===== src/hdl/ptrp_pkg.sv =====
// Shared types and constants for the position tag response parser.
`default_nettype none

package ptrp_pkg;

    localparam int unsigned SumLen = 20;           // bytes covered by the checksum
    localparam int unsigned StoreAw = 5;           // index bits for the byte store
    localparam int unsigned FifoDepth = 2;

    localparam int unsigned AngMod = 3600;         // one turn in 0.1 degree
    localparam int unsigned AngHalf = 1800;
    localparam int unsigned AngBias = 4 * AngMod;  // makes the corrected angle positive

    localparam int unsigned VW = 15;               // biased angle width
    localparam int unsigned RW = 12;               // angle remainder width

    localparam logic [StoreAw-1:0] C_SUM_LEN = StoreAw'(SumLen);
    localparam int unsigned DetBit = 6;            // tag present flag in byte 1

    // raw fields of one finished response, before the heading math
    typedef struct packed {
        logic        ok;
        logic        det;
        logic [23:0] pos_x;
        logic [13:0] pos_y;
        logic [13:0] ang;
        logic [23:0] tag;
    } t_frame;

endpackage

`default_nettype wire


===== src/hdl/ptrp_front.sv =====
// Byte counter, checksum and byte store; hands a finished response to the queue.
`default_nettype none

module ptrp_front (
    input  wire                  i_clk,
    input  wire                  i_rst_n,
    input  wire                  i_accept,
    input  wire  [7:0]           i_rx_byte,
    input  wire                  i_frame_start,
    output logic                 o_push,
    output ptrp_pkg::t_frame     o_frame
);
    import ptrp_pkg::*;

    logic [StoreAw-1:0] r_count, n_count;
    logic [7:0]         r_xor, n_xor;
    logic [7:0]         r_store [SumLen];

    logic [StoreAw-1:0] w_cnt;
    logic [7:0]         w_xor;
    logic               w_last;

    always_comb begin
        w_cnt  = i_frame_start ? '0 : r_count;
        w_xor  = i_frame_start ? '0 : r_xor;
        w_last = (w_cnt == C_SUM_LEN);
        n_count = r_count;
        n_xor   = r_xor;
        if (i_accept) begin
            if (w_last) begin
                n_count = '0;
                n_xor   = '0;
            end else begin
                n_count = w_cnt + StoreAw'(1);
                n_xor   = w_xor ^ i_rx_byte;
            end
        end
    end

    always_ff @(posedge i_clk) begin
        if (!i_rst_n) begin
            r_count <= '0;
            r_xor   <= '0;
        end else begin
            r_count <= n_count;
            r_xor   <= n_xor;
        end
    end

    always_ff @(posedge i_clk) begin
        if (i_accept && !w_last) begin
            r_store[w_cnt] <= i_rx_byte;
        end
    end

    always_comb begin
        o_push        = i_accept && w_last;
        o_frame.ok    = (w_xor == i_rx_byte);
        o_frame.det   = o_frame.ok && r_store[1][DetBit];
        o_frame.pos_x = {r_store[2][2:0], r_store[3][6:0], r_store[4][6:0], r_store[5][6:0]};
        o_frame.pos_y = {r_store[6][6:0], r_store[7][6:0]};
        o_frame.ang   = {r_store[10][6:0], r_store[11][6:0]};
        o_frame.tag   = {r_store[14][2:0], r_store[15][6:0], r_store[16][6:0],
                         r_store[17][6:0]};
    end

endmodule

`default_nettype wire


===== src/hdl/ptrp_fifo.sv =====
// Short queue of finished responses between front and back.
`default_nettype none

module ptrp_fifo (
    input  wire                  i_clk,
    input  wire                  i_rst_n,
    input  wire                  i_push,
    input  ptrp_pkg::t_frame     i_frame,
    input  wire                  i_pop,
    output ptrp_pkg::t_frame     o_frame,
    output logic                 o_empty,
    output logic                 o_full
);
    import ptrp_pkg::*;

    localparam int unsigned PW = $clog2(FifoDepth);

    t_frame          r_mem [FifoDepth];
    logic [PW-1:0]   r_wp, r_rp;
    logic [PW:0]     r_cnt;

    assign o_empty = (r_cnt == '0);
    assign o_full  = (r_cnt == (PW+1)'(FifoDepth));
    assign o_frame = r_mem[r_rp];

    always_ff @(posedge i_clk) begin
        if (i_push) begin
            r_mem[r_wp] <= i_frame;
        end
    end

    always_ff @(posedge i_clk) begin
        if (!i_rst_n) begin
            r_wp  <= '0;
            r_rp  <= '0;
            r_cnt <= '0;
        end else begin
            if (i_push) begin
                r_wp <= (r_wp == PW'(FifoDepth - 1)) ? '0 : r_wp + PW'(1);
            end
            if (i_pop) begin
                r_rp <= (r_rp == PW'(FifoDepth - 1)) ? '0 : r_rp + PW'(1);
            end
            case ({i_push, i_pop})
                2'b10:   r_cnt <= r_cnt + (PW+1)'(1);
                2'b01:   r_cnt <= r_cnt - (PW+1)'(1);
                default: r_cnt <= r_cnt;
            endcase
        end
    end

endmodule

`default_nettype wire


===== src/hdl/ptrp_back.sv =====
// Heading correction pipeline and output register.
`default_nettype none

module ptrp_back (
    input  wire                  i_clk,
    input  wire                  i_rst_n,
    input  wire                  i_cfg_we,
    input  wire  [12:0]          i_cfg_data,
    input  ptrp_pkg::t_frame     i_frame,
    input  wire                  i_empty,
    output logic                 o_pop,
    output logic                 o_res_valid,
    input  wire                  i_res_stall,
    output logic                 o_checksum_ok,
    output logic                 o_tag_detected,
    output logic signed [23:0]   o_pos_x,
    output logic signed [13:0]   o_pos_y,
    output logic signed [11:0]   o_heading,
    output logic [23:0]          o_tag_number
);
    import ptrp_pkg::*;

    logic signed [12:0] r_offset;

    logic          r_a_valid, r_b_valid, r_o_valid;
    t_frame        r_a_frm, r_b_frm;
    logic [VW-1:0] r_a_v;
    logic [RW-1:0] r_b_r;

    logic          w_o_rdy, w_b_rdy, w_a_rdy;
    logic signed [15:0] w_v;
    logic [VW-1:0] w_sub;
    logic [VW-1:0] w_rem;
    logic [RW:0]   w_neg;
    logic [RW-1:0] w_hd;

    always_ff @(posedge i_clk) begin
        if (!i_rst_n) begin
            r_offset <= '0;
        end else if (i_cfg_we) begin
            r_offset <= i_cfg_data;
        end
    end

    assign w_o_rdy = !r_o_valid || !i_res_stall;
    assign w_b_rdy = !r_b_valid || w_o_rdy;
    assign w_a_rdy = !r_a_valid || w_b_rdy;
    assign o_pop   = !i_empty && w_a_rdy;

    // angle minus offset, biased by four turns so it never goes negative
    assign w_v = 16'(signed'(i_frame.ang)) - 16'(r_offset) + 16'(AngBias);

    // reduce mod one turn: biased value is below eight turns
    always_comb begin
        w_sub = '0;
        for (int k = 1; k < 8; k++) begin
            if (r_a_v >= VW'(k * AngMod)) begin
                w_sub = VW'(k * AngMod);
            end
        end
        w_rem = r_a_v - w_sub;
    end

    always_comb begin
        w_neg = {1'b0, r_b_r} - (RW+1)'(AngMod);
        w_hd  = (r_b_r > RW'(AngHalf)) ? w_neg[RW-1:0] : r_b_r;
    end

    always_ff @(posedge i_clk) begin
        if (!i_rst_n) begin
            r_a_valid <= 1'b0;
            r_b_valid <= 1'b0;
            r_o_valid <= 1'b0;
        end else begin
            if (w_a_rdy) r_a_valid <= !i_empty;
            if (w_b_rdy) r_b_valid <= r_a_valid;
            if (w_o_rdy) r_o_valid <= r_b_valid;
        end
    end

    always_ff @(posedge i_clk) begin
        if (o_pop) begin
            r_a_frm <= i_frame;
            r_a_v   <= w_v[VW-1:0];
        end
        if (w_b_rdy && r_a_valid) begin
            r_b_frm <= r_a_frm;
            r_b_r   <= w_rem[RW-1:0];
        end
        if (w_o_rdy && r_b_valid) begin
            o_checksum_ok  <= r_b_frm.ok;
            o_tag_detected <= r_b_frm.det;
            o_pos_x        <= r_b_frm.det ? r_b_frm.pos_x : '0;
            o_pos_y        <= r_b_frm.det ? r_b_frm.pos_y : '0;
            o_heading      <= r_b_frm.det ? w_hd : '0;
            o_tag_number   <= r_b_frm.det ? r_b_frm.tag : '0;
        end
    end

    assign o_res_valid = r_o_valid;

endmodule

`default_nettype wire


===== src/hdl/position_tag_response_parser.sv =====
// Top level of the position tag response parser.
//
//  channel | valid       | stall       | payload
//  --------+-------------+-------------+-----------------------------------------------
//  rx      | i_rx_valid  | o_rx_stall  | i_rx_byte, i_frame_start
//  result  | o_res_valid | i_res_stall | o_checksum_ok, o_tag_detected, o_pos_x,
//          |             |             | o_pos_y, o_heading, o_tag_number
//  config  | i_cfg_we    | -           | i_cfg_data (angle offset)
//
// One byte per cycle while o_rx_stall is low. Once its checksum byte is taken, a result
// goes through queue write, offset add, mod-turn reduce and wrap into output to o_res_valid.
// o_rx_stall rises only while the two-entry response queue is full.
// Synchronous active-low reset clears counts, checksum, queue and offset.
`default_nettype none

module position_tag_response_parser (
    input  wire                  i_clk,
    input  wire                  i_rst_n,
    input  wire                  i_rx_valid,
    output logic                 o_rx_stall,
    input  wire  [7:0]           i_rx_byte,
    input  wire                  i_frame_start,
    input  wire                  i_cfg_we,
    input  wire  [12:0]          i_cfg_data,
    output logic                 o_res_valid,
    input  wire                  i_res_stall,
    output logic                 o_checksum_ok,
    output logic                 o_tag_detected,
    output logic signed [23:0]   o_pos_x,
    output logic signed [13:0]   o_pos_y,
    output logic signed [11:0]   o_heading,
    output logic [23:0]          o_tag_number
);
    import ptrp_pkg::*;

    logic   w_accept, w_push, w_pop, w_empty, w_full;
    t_frame w_frm_in, w_frm_out;

    assign o_rx_stall = w_full;
    assign w_accept   = i_rx_valid && !w_full;

    ptrp_front u_front (
        .i_clk         (i_clk),
        .i_rst_n       (i_rst_n),
        .i_accept      (w_accept),
        .i_rx_byte     (i_rx_byte),
        .i_frame_start (i_frame_start),
        .o_push        (w_push),
        .o_frame       (w_frm_in)
    );

    ptrp_fifo u_fifo (
        .i_clk   (i_clk),
        .i_rst_n (i_rst_n),
        .i_push  (w_push),
        .i_frame (w_frm_in),
        .i_pop   (w_pop),
        .o_frame (w_frm_out),
        .o_empty (w_empty),
        .o_full  (w_full)
    );

    ptrp_back u_back (
        .i_clk          (i_clk),
        .i_rst_n        (i_rst_n),
        .i_cfg_we       (i_cfg_we),
        .i_cfg_data     (i_cfg_data),
        .i_frame        (w_frm_out),
        .i_empty        (w_empty),
        .o_pop          (w_pop),
        .o_res_valid    (o_res_valid),
        .i_res_stall    (i_res_stall),
        .o_checksum_ok  (o_checksum_ok),
        .o_tag_detected (o_tag_detected),
        .o_pos_x        (o_pos_x),
        .o_pos_y        (o_pos_y),
        .o_heading      (o_heading),
        .o_tag_number   (o_tag_number)
    );

endmodule

`default_nettype wire


===== config.mk =====
export PLATFORM = sky130hd
export DESIGN_NAME = position_tag_response_parser
export DESIGN_NICKNAME = d
export VERILOG_FILES = /design/src/hdl/ptrp_pkg.sv /design/src/hdl/ptrp_front.sv /design/src/hdl/ptrp_fifo.sv /design/src/hdl/ptrp_back.sv /design/src/hdl/position_tag_response_parser.sv
export SDC_FILE = /design/constraint.sdc
export NUM_CORES = 1
export LEC_CHECK = 0
export BUFFER_PORTS_ARGS = -buffer_cell sky130_fd_sc_hd__buf_2
export CAP_MARGIN = 10
export CELL_PAD_IN_SITES_DETAIL_PLACEMENT = 1
export CELL_PAD_IN_SITES_GLOBAL_PLACEMENT = 1
export CORE_ASPECT_RATIO = 1.75
export CORE_MARGIN = 5
export CORE_UTILIZATION = 30
export CTS_BUF_LIST = sky130_fd_sc_hd__clkbuf_4
export DETAILED_ROUTE_END_ITERATION = 6
export PLACE_DENSITY_LB_ADDON = 0.12
export SYNTH_ARGS = -nofsm -noshare
export SYNTH_HDL_FRONTEND = slang
export SYNTH_SLANG_ARGS = --single-unit

===== constraint.sdc =====
create_clock -name i_clk -period 9.7 [get_ports i_clk]
set_clock_uncertainty 0.05 [all_clocks]
set_input_delay 0.97 -clock i_clk [delete_from_list [all_inputs] [get_ports i_clk]]
set_output_delay 0.97 -clock i_clk [all_outputs]
set_load 0.02 [all_outputs]

Word level (Yosys, flattened, before mapping)
Memories as Yosys holds them, arrays and structs flattened. A register that Yosys moved wholly into a read port is not among the register bits.
Cells that the tools add are included.
W data, S select, Z words.

cells by class
  $add $sub $neg = 9
  multiply operators = 0
  divide/modulo/power cells = 0
  $lt $le $gt $ge = 8
  eq/ne operators = 5
  shift-type cells = 0
  multiplexer cells = 21
  bitwise logic cells = 1
  reductions and logical operators = 19

operators with widths
  kind                      count
  $mux W12                  8
  $ge A15 B15 Y1 const B    3
  $ge A15 B14 Y1 const B    2
  $mux W8                   2
  $add A15 B14 Y15 const B  1
  $ge A15 B12 Y1 const B    1
  $ge A15 B13 Y1 const B    1
  $sub A14 B13 Y15          1
  $gt A12 B11 Y1 const B    1
  $sub A12 B12 Y12          1
  $sub A12 B12 Y12 const B  1
  $mux W5                   2
  $eq A8 B8 Y1              1
  $mux W1                   8
  $xor A8 B8 Y8             1
  $logic_and A1 B1 Y1       7
  $logic_not A1 Y1          7
  $add A5 B1 Y5 const B     1
  $eq A5 B5 Y1 const B      1
  $eq A2 B2 Y1 const B      2
  $pmux W2 S2               1
  $logic_or A1 B1 Y1        3
  $add A1 B1 Y1 const B     2
  $add A2 B1 Y2 const B     1
  4 further kinds           4

word-level totals
  register bits after elaboration = 264
  latch bits = 0
  memory bits (writable) = 316
  ROM bits = 0
  bits of input ports = 27
  output and inout port bits = 78
  logic and storage cells = 92
  memories = 2

memory list
  memory           words  bits a word  read ports  clocked after Yosys merged registers in  write ports  RTL line          source
  u_front.r_store  20     8            13          0                                        1            ptrp_front.sv:17  logic [7:0] r_store [SumLen];
  u_fifo.r_mem     2      78           1           1                                        1            ptrp_fifo.sv:18   t_frame r_mem [FifoDepth];

Logic depth before layout (Yosys ltp)
  depth in word-level cells = 9
  mapped depth = 13
  depth with buffers taken out = 12

By module
From an unflattened synthesis, not the netlist that was laid out.

unflattened totals
  cell total of the unflattened synthesis = 1,063
  area total of the unflattened synthesis = 18,818.0 sq um

by module, submodules not included
  module                        instances  cells an instance  area an instance (sq um)  seq. area each (sq um)
  ptrp_back                     1          574                9,561.7                   7,257.0
  ptrp_fifo                     1          265                5,843.1                   4,784.6
  ptrp_front                    1          223                3,399.5                   2,572.5
  position_tag_response_parser  1          1                  13.8                      0.0

Worst setup path before layout
No wires, ideal clock.

  kind = input to register
  from = input i_res_stall
  to = register u_back.o_checksum_ok, enable pin
  arrival = 6.498 ns
  path slack = 2.526 ns
  stages on the path = 1
  path buffers = 0
  cells stage by stage = a21boi_0

on the way
  word-level cells in the longest chain between the ends = 3

ends and longest elaborated chain
  what                  RTL line                            source
  from (decl)           position_tag_response_parser.sv:26  input wire i_res_stall,
  $logic_not A1 Y1      ptrp_back.sv:45                     assign w_o_rdy = !r_o_valid || !i_res_stall;
  $logic_or A1 B1 Y1    ptrp_back.sv:45
  $logic_and A1 B1 Y1   ptrp_back.sv:90                     if (w_o_rdy && r_b_valid) begin
  to (signal assigned)  ptrp_back.sv:91                     o_checksum_ok <= r_b_frm.ok;
  to (decl)             ptrp_back.sv:14                     output logic o_checksum_ok,

No other way between the ends.
A chain may end at the register's enable or synchronous reset.

==> flow_summary.json <==
{
  "synthesis.nets": 1128,
  "min_path_type": "reg -> reg",
  "synth_top_area_share_pct": 74.35,
  "ys_seq_area_share_pct": 77.98,
  "slew_viol_final": 0,
  "dpl-instance-area_um2": 20260,
  "p_per_area_nw_per_um2": 227.9,
  "dieArea_um2": 67760,
  "antenna_found_initial": 2,
  "grt.total_usage_pct": 11.67,
  "start_util_pct": 30.19,
  "clock_tree.root_cell": "clkbuf_4",
  "io_pins": 105,
  "area_delta_synth_final_pct": 16.08,
  "grt_max_degree": 79,
  "fp.dieH_um": 340.6,
  "fin_area_um2": 21750,
  "cts_buffer_depth": 3,
  "postCtsSetupBuffers": 0,
  "path_clk_slew_ns": 0.08,
  "synthArstFlopShare_pct": 0,
  "synth_area_leader_cell": "edfxtp_1",
  "post_cts_resized": 0,
  "drtAntennaViolNets": 0,
  "p_leak_nw": 7.386,
  "cp_max_fo": 40,
  "drt_wl_total_um": 38930,
  "synth_seq_cells": 498,
  "place_congestion": 0.7204,
  "required_ns": 10.20,
  "hold_slack_ns": 0.3235,
  "n_fill_cell": 6444,
  "rrSetupSlack_ns": 5.70,
  "cts_made_buffers": 116,
  "cp-start-kind": "flip-flop",
  "final_nets": 1327,
  "max_freq_mhz": 250.1,
  "io_buffer_count": 104,
  "setup-tns-final_ns": 0,
  "ys_types": 59,
  "rsz0062_at_grt": "false",
  "synthesis.area_um2": 18740,
  "status": "complete, no violations",
  "critPathArrivalTime_ns": 4.50,
  "seq_area_um2": 14620,
  "grt_pass1_wl_um": 60580,
  "irDropWorstVdd_v": 0.00007976,
  "dp_hpwl_um": 24020,
  "drc": 0,
  "grt_overflow_total": 0,
  "postCtsHoldBufs": 0,
  "synth_commonest_cells": "464 x edfxtp_1, 88 x and2_1, 74 x mux2_2",
  "yosysWarnings": 0,
  "vias": 9466,
  "via_per_inst": 4.389,
  "drt_iter0_markers": 339,
  "syn_area_per_cell_um2": 17.66,
  "synth-main-ff-cell": "edfxtp_1",
  "detail_route.first_pass.iterations": 4,
  "cts.sinks": 498,
  "first_global_vias": 10580,
  "setup_viol": 0,
  "synth_edf_count": 464,
  "synthTopCellsByArea": "edfxtp_1 74%, mux2_2 4.4%, dfxtp_1 3.6%",
  "maxCapViolCount": 0,
  "finalCriticalPeriod_ns": 3.999,
  "cts_tree": "built",
  "cts_max_level": 3,
  "relSlewSlack_pct": 22.63,
  "multi_input_area_um2": 3908,
  "fin_crit_sh_pct": 41.22,
  "crit_path_end_kind": "flip-flop",
  "crit_type": "reg -> reg",
  "hold_viol": 0,
  "core_area_um2": 62070,
  "routedWlPerCell_um": 18.05,
  "clk_latency_ns": 0.84,
  "synthCells": 1061,
  "rows": 121,
  "worst_pin_slew_ns": 1.161,
  "synth_most_common_cell": "edfxtp_1",
  "drive_above_1_share_pct": 29.03,
  "die_w_um": 198.9
}
==> worst paths after layout <==
check / from / endpoint / depth (start not counted)
worst max-delay path: flip-flop / u_back.r_a_v[12] / 9
worst min-delay path: u_back.r_a_frm[68] / u_back.r_b_frm[68] / 0
worst min register to register: u_back.r_a_frm[68] / u_back.r_b_frm[68] / 0
worst max register to register: flip-flop / u_back.r_a_v[12] / 9
==> cell usage in the layout, fill, tap and decap left out, types with 29 or more instances in the layout <==
cell type	Yosys	layout
and2_1	88	88
buf_2	11	104
clkbuf_4	0	173
clkinv_1	0	29
dfxtp_1	34	33
edfxtp_1	464	464
ha_1	38	38
inv_1	38	38
mux2_2	74	74
nor2_1	34	33
==> cell families (layout without fill, tap and decap cells) <==
family | Yosys count | in the layout | share of synthesized area [%]
xor gates and xnor gates | 39 | 39 | 1.823
adders and majority gates | 40 | 40 | 2.751
AOI/OAI and AO/OA | 116 | 116 | 4.420
other | 0 | 4 | 0
muxes | 91 | 91 | 5.355
buffers and inverters | 71 | 364 | 1.496
and+or+nand+nor | 206 | 206 | 6.176
DFF | 498 | 498 | 77.98
==> worst max-delay path, stage by stage (launching register included) <==
cell and delay (ns):
dfxtp_4 0.75, buf_4 0.64, mux2_2 0.42, ha_1 0.32, ha_1 0.34, a211oi_1 0.41
o21ai_2 0.17, a2111oi_2 0.32, nor3_1 0.11, xor2_1 0.15
==> area by class of cell <==
class / instances / area share (%)
inverters: 38 / 0.6557
diodes: 4 / 0.04601
multi-input cells: 492 / 17.96
flip-flops and latches: 498 / 67.19
well taps: 799 / 4.595
clock inverters: 39 / 0.8397
clock buffers: 173 / 5.970
repair buffers: 114 / 2.738
==> per-stage QoR <==
stage                     worst slack, ns  total power, mW  utilization [%]  std cells
after global routing                5.421            5.264            35.04       2156
after detailed placement            5.362            3.394            32.64       1941
after global placement              5.466            3.377            32.64       1941
after floorplan                     2.526            3.184                -       1061
after CTS                           5.585            5.087            35.03       2153
final                               5.701            4.957            35.05       2157
==> state kept, by name (all words and copies together), names as in the netlist, 13 cells and up, named ones only <==
name and flops:
u_back.o_tag_number 24, u_fifo.r_mem 156, u_back.r_b_frm 64, u_front.r_store 77
u_back.r_a_frm 64, u_back.r_offset 13, u_back.o_pos_x 24, u_back.r_a_v 15
u_back.o_pos_y 14
==> metal layers <==
metal / global-route usage, % / part of all wire, % / up-vias / wire (um)
met5: 0 / 0 / - / 0
met4: 5.175 / 2.8 / 0 / 1106
met3: 2.756 / 4.8 / 83 / 1852
met2: 21.03 / 53 / 223 / 20760
met1: 12.94 / 39 / 4658 / 15220
li1: - / - / 4502 / -
==> where the power goes <==
part	total, mW	switching, mW	internal (mW)	leakage (nW)
logic	0.647	0.392	0.254	2.03
clock network	1.64	0.816	0.822	0.881
registers	2.67	0.0850	2.59	4.47
(Power assumes the default switching activity.)
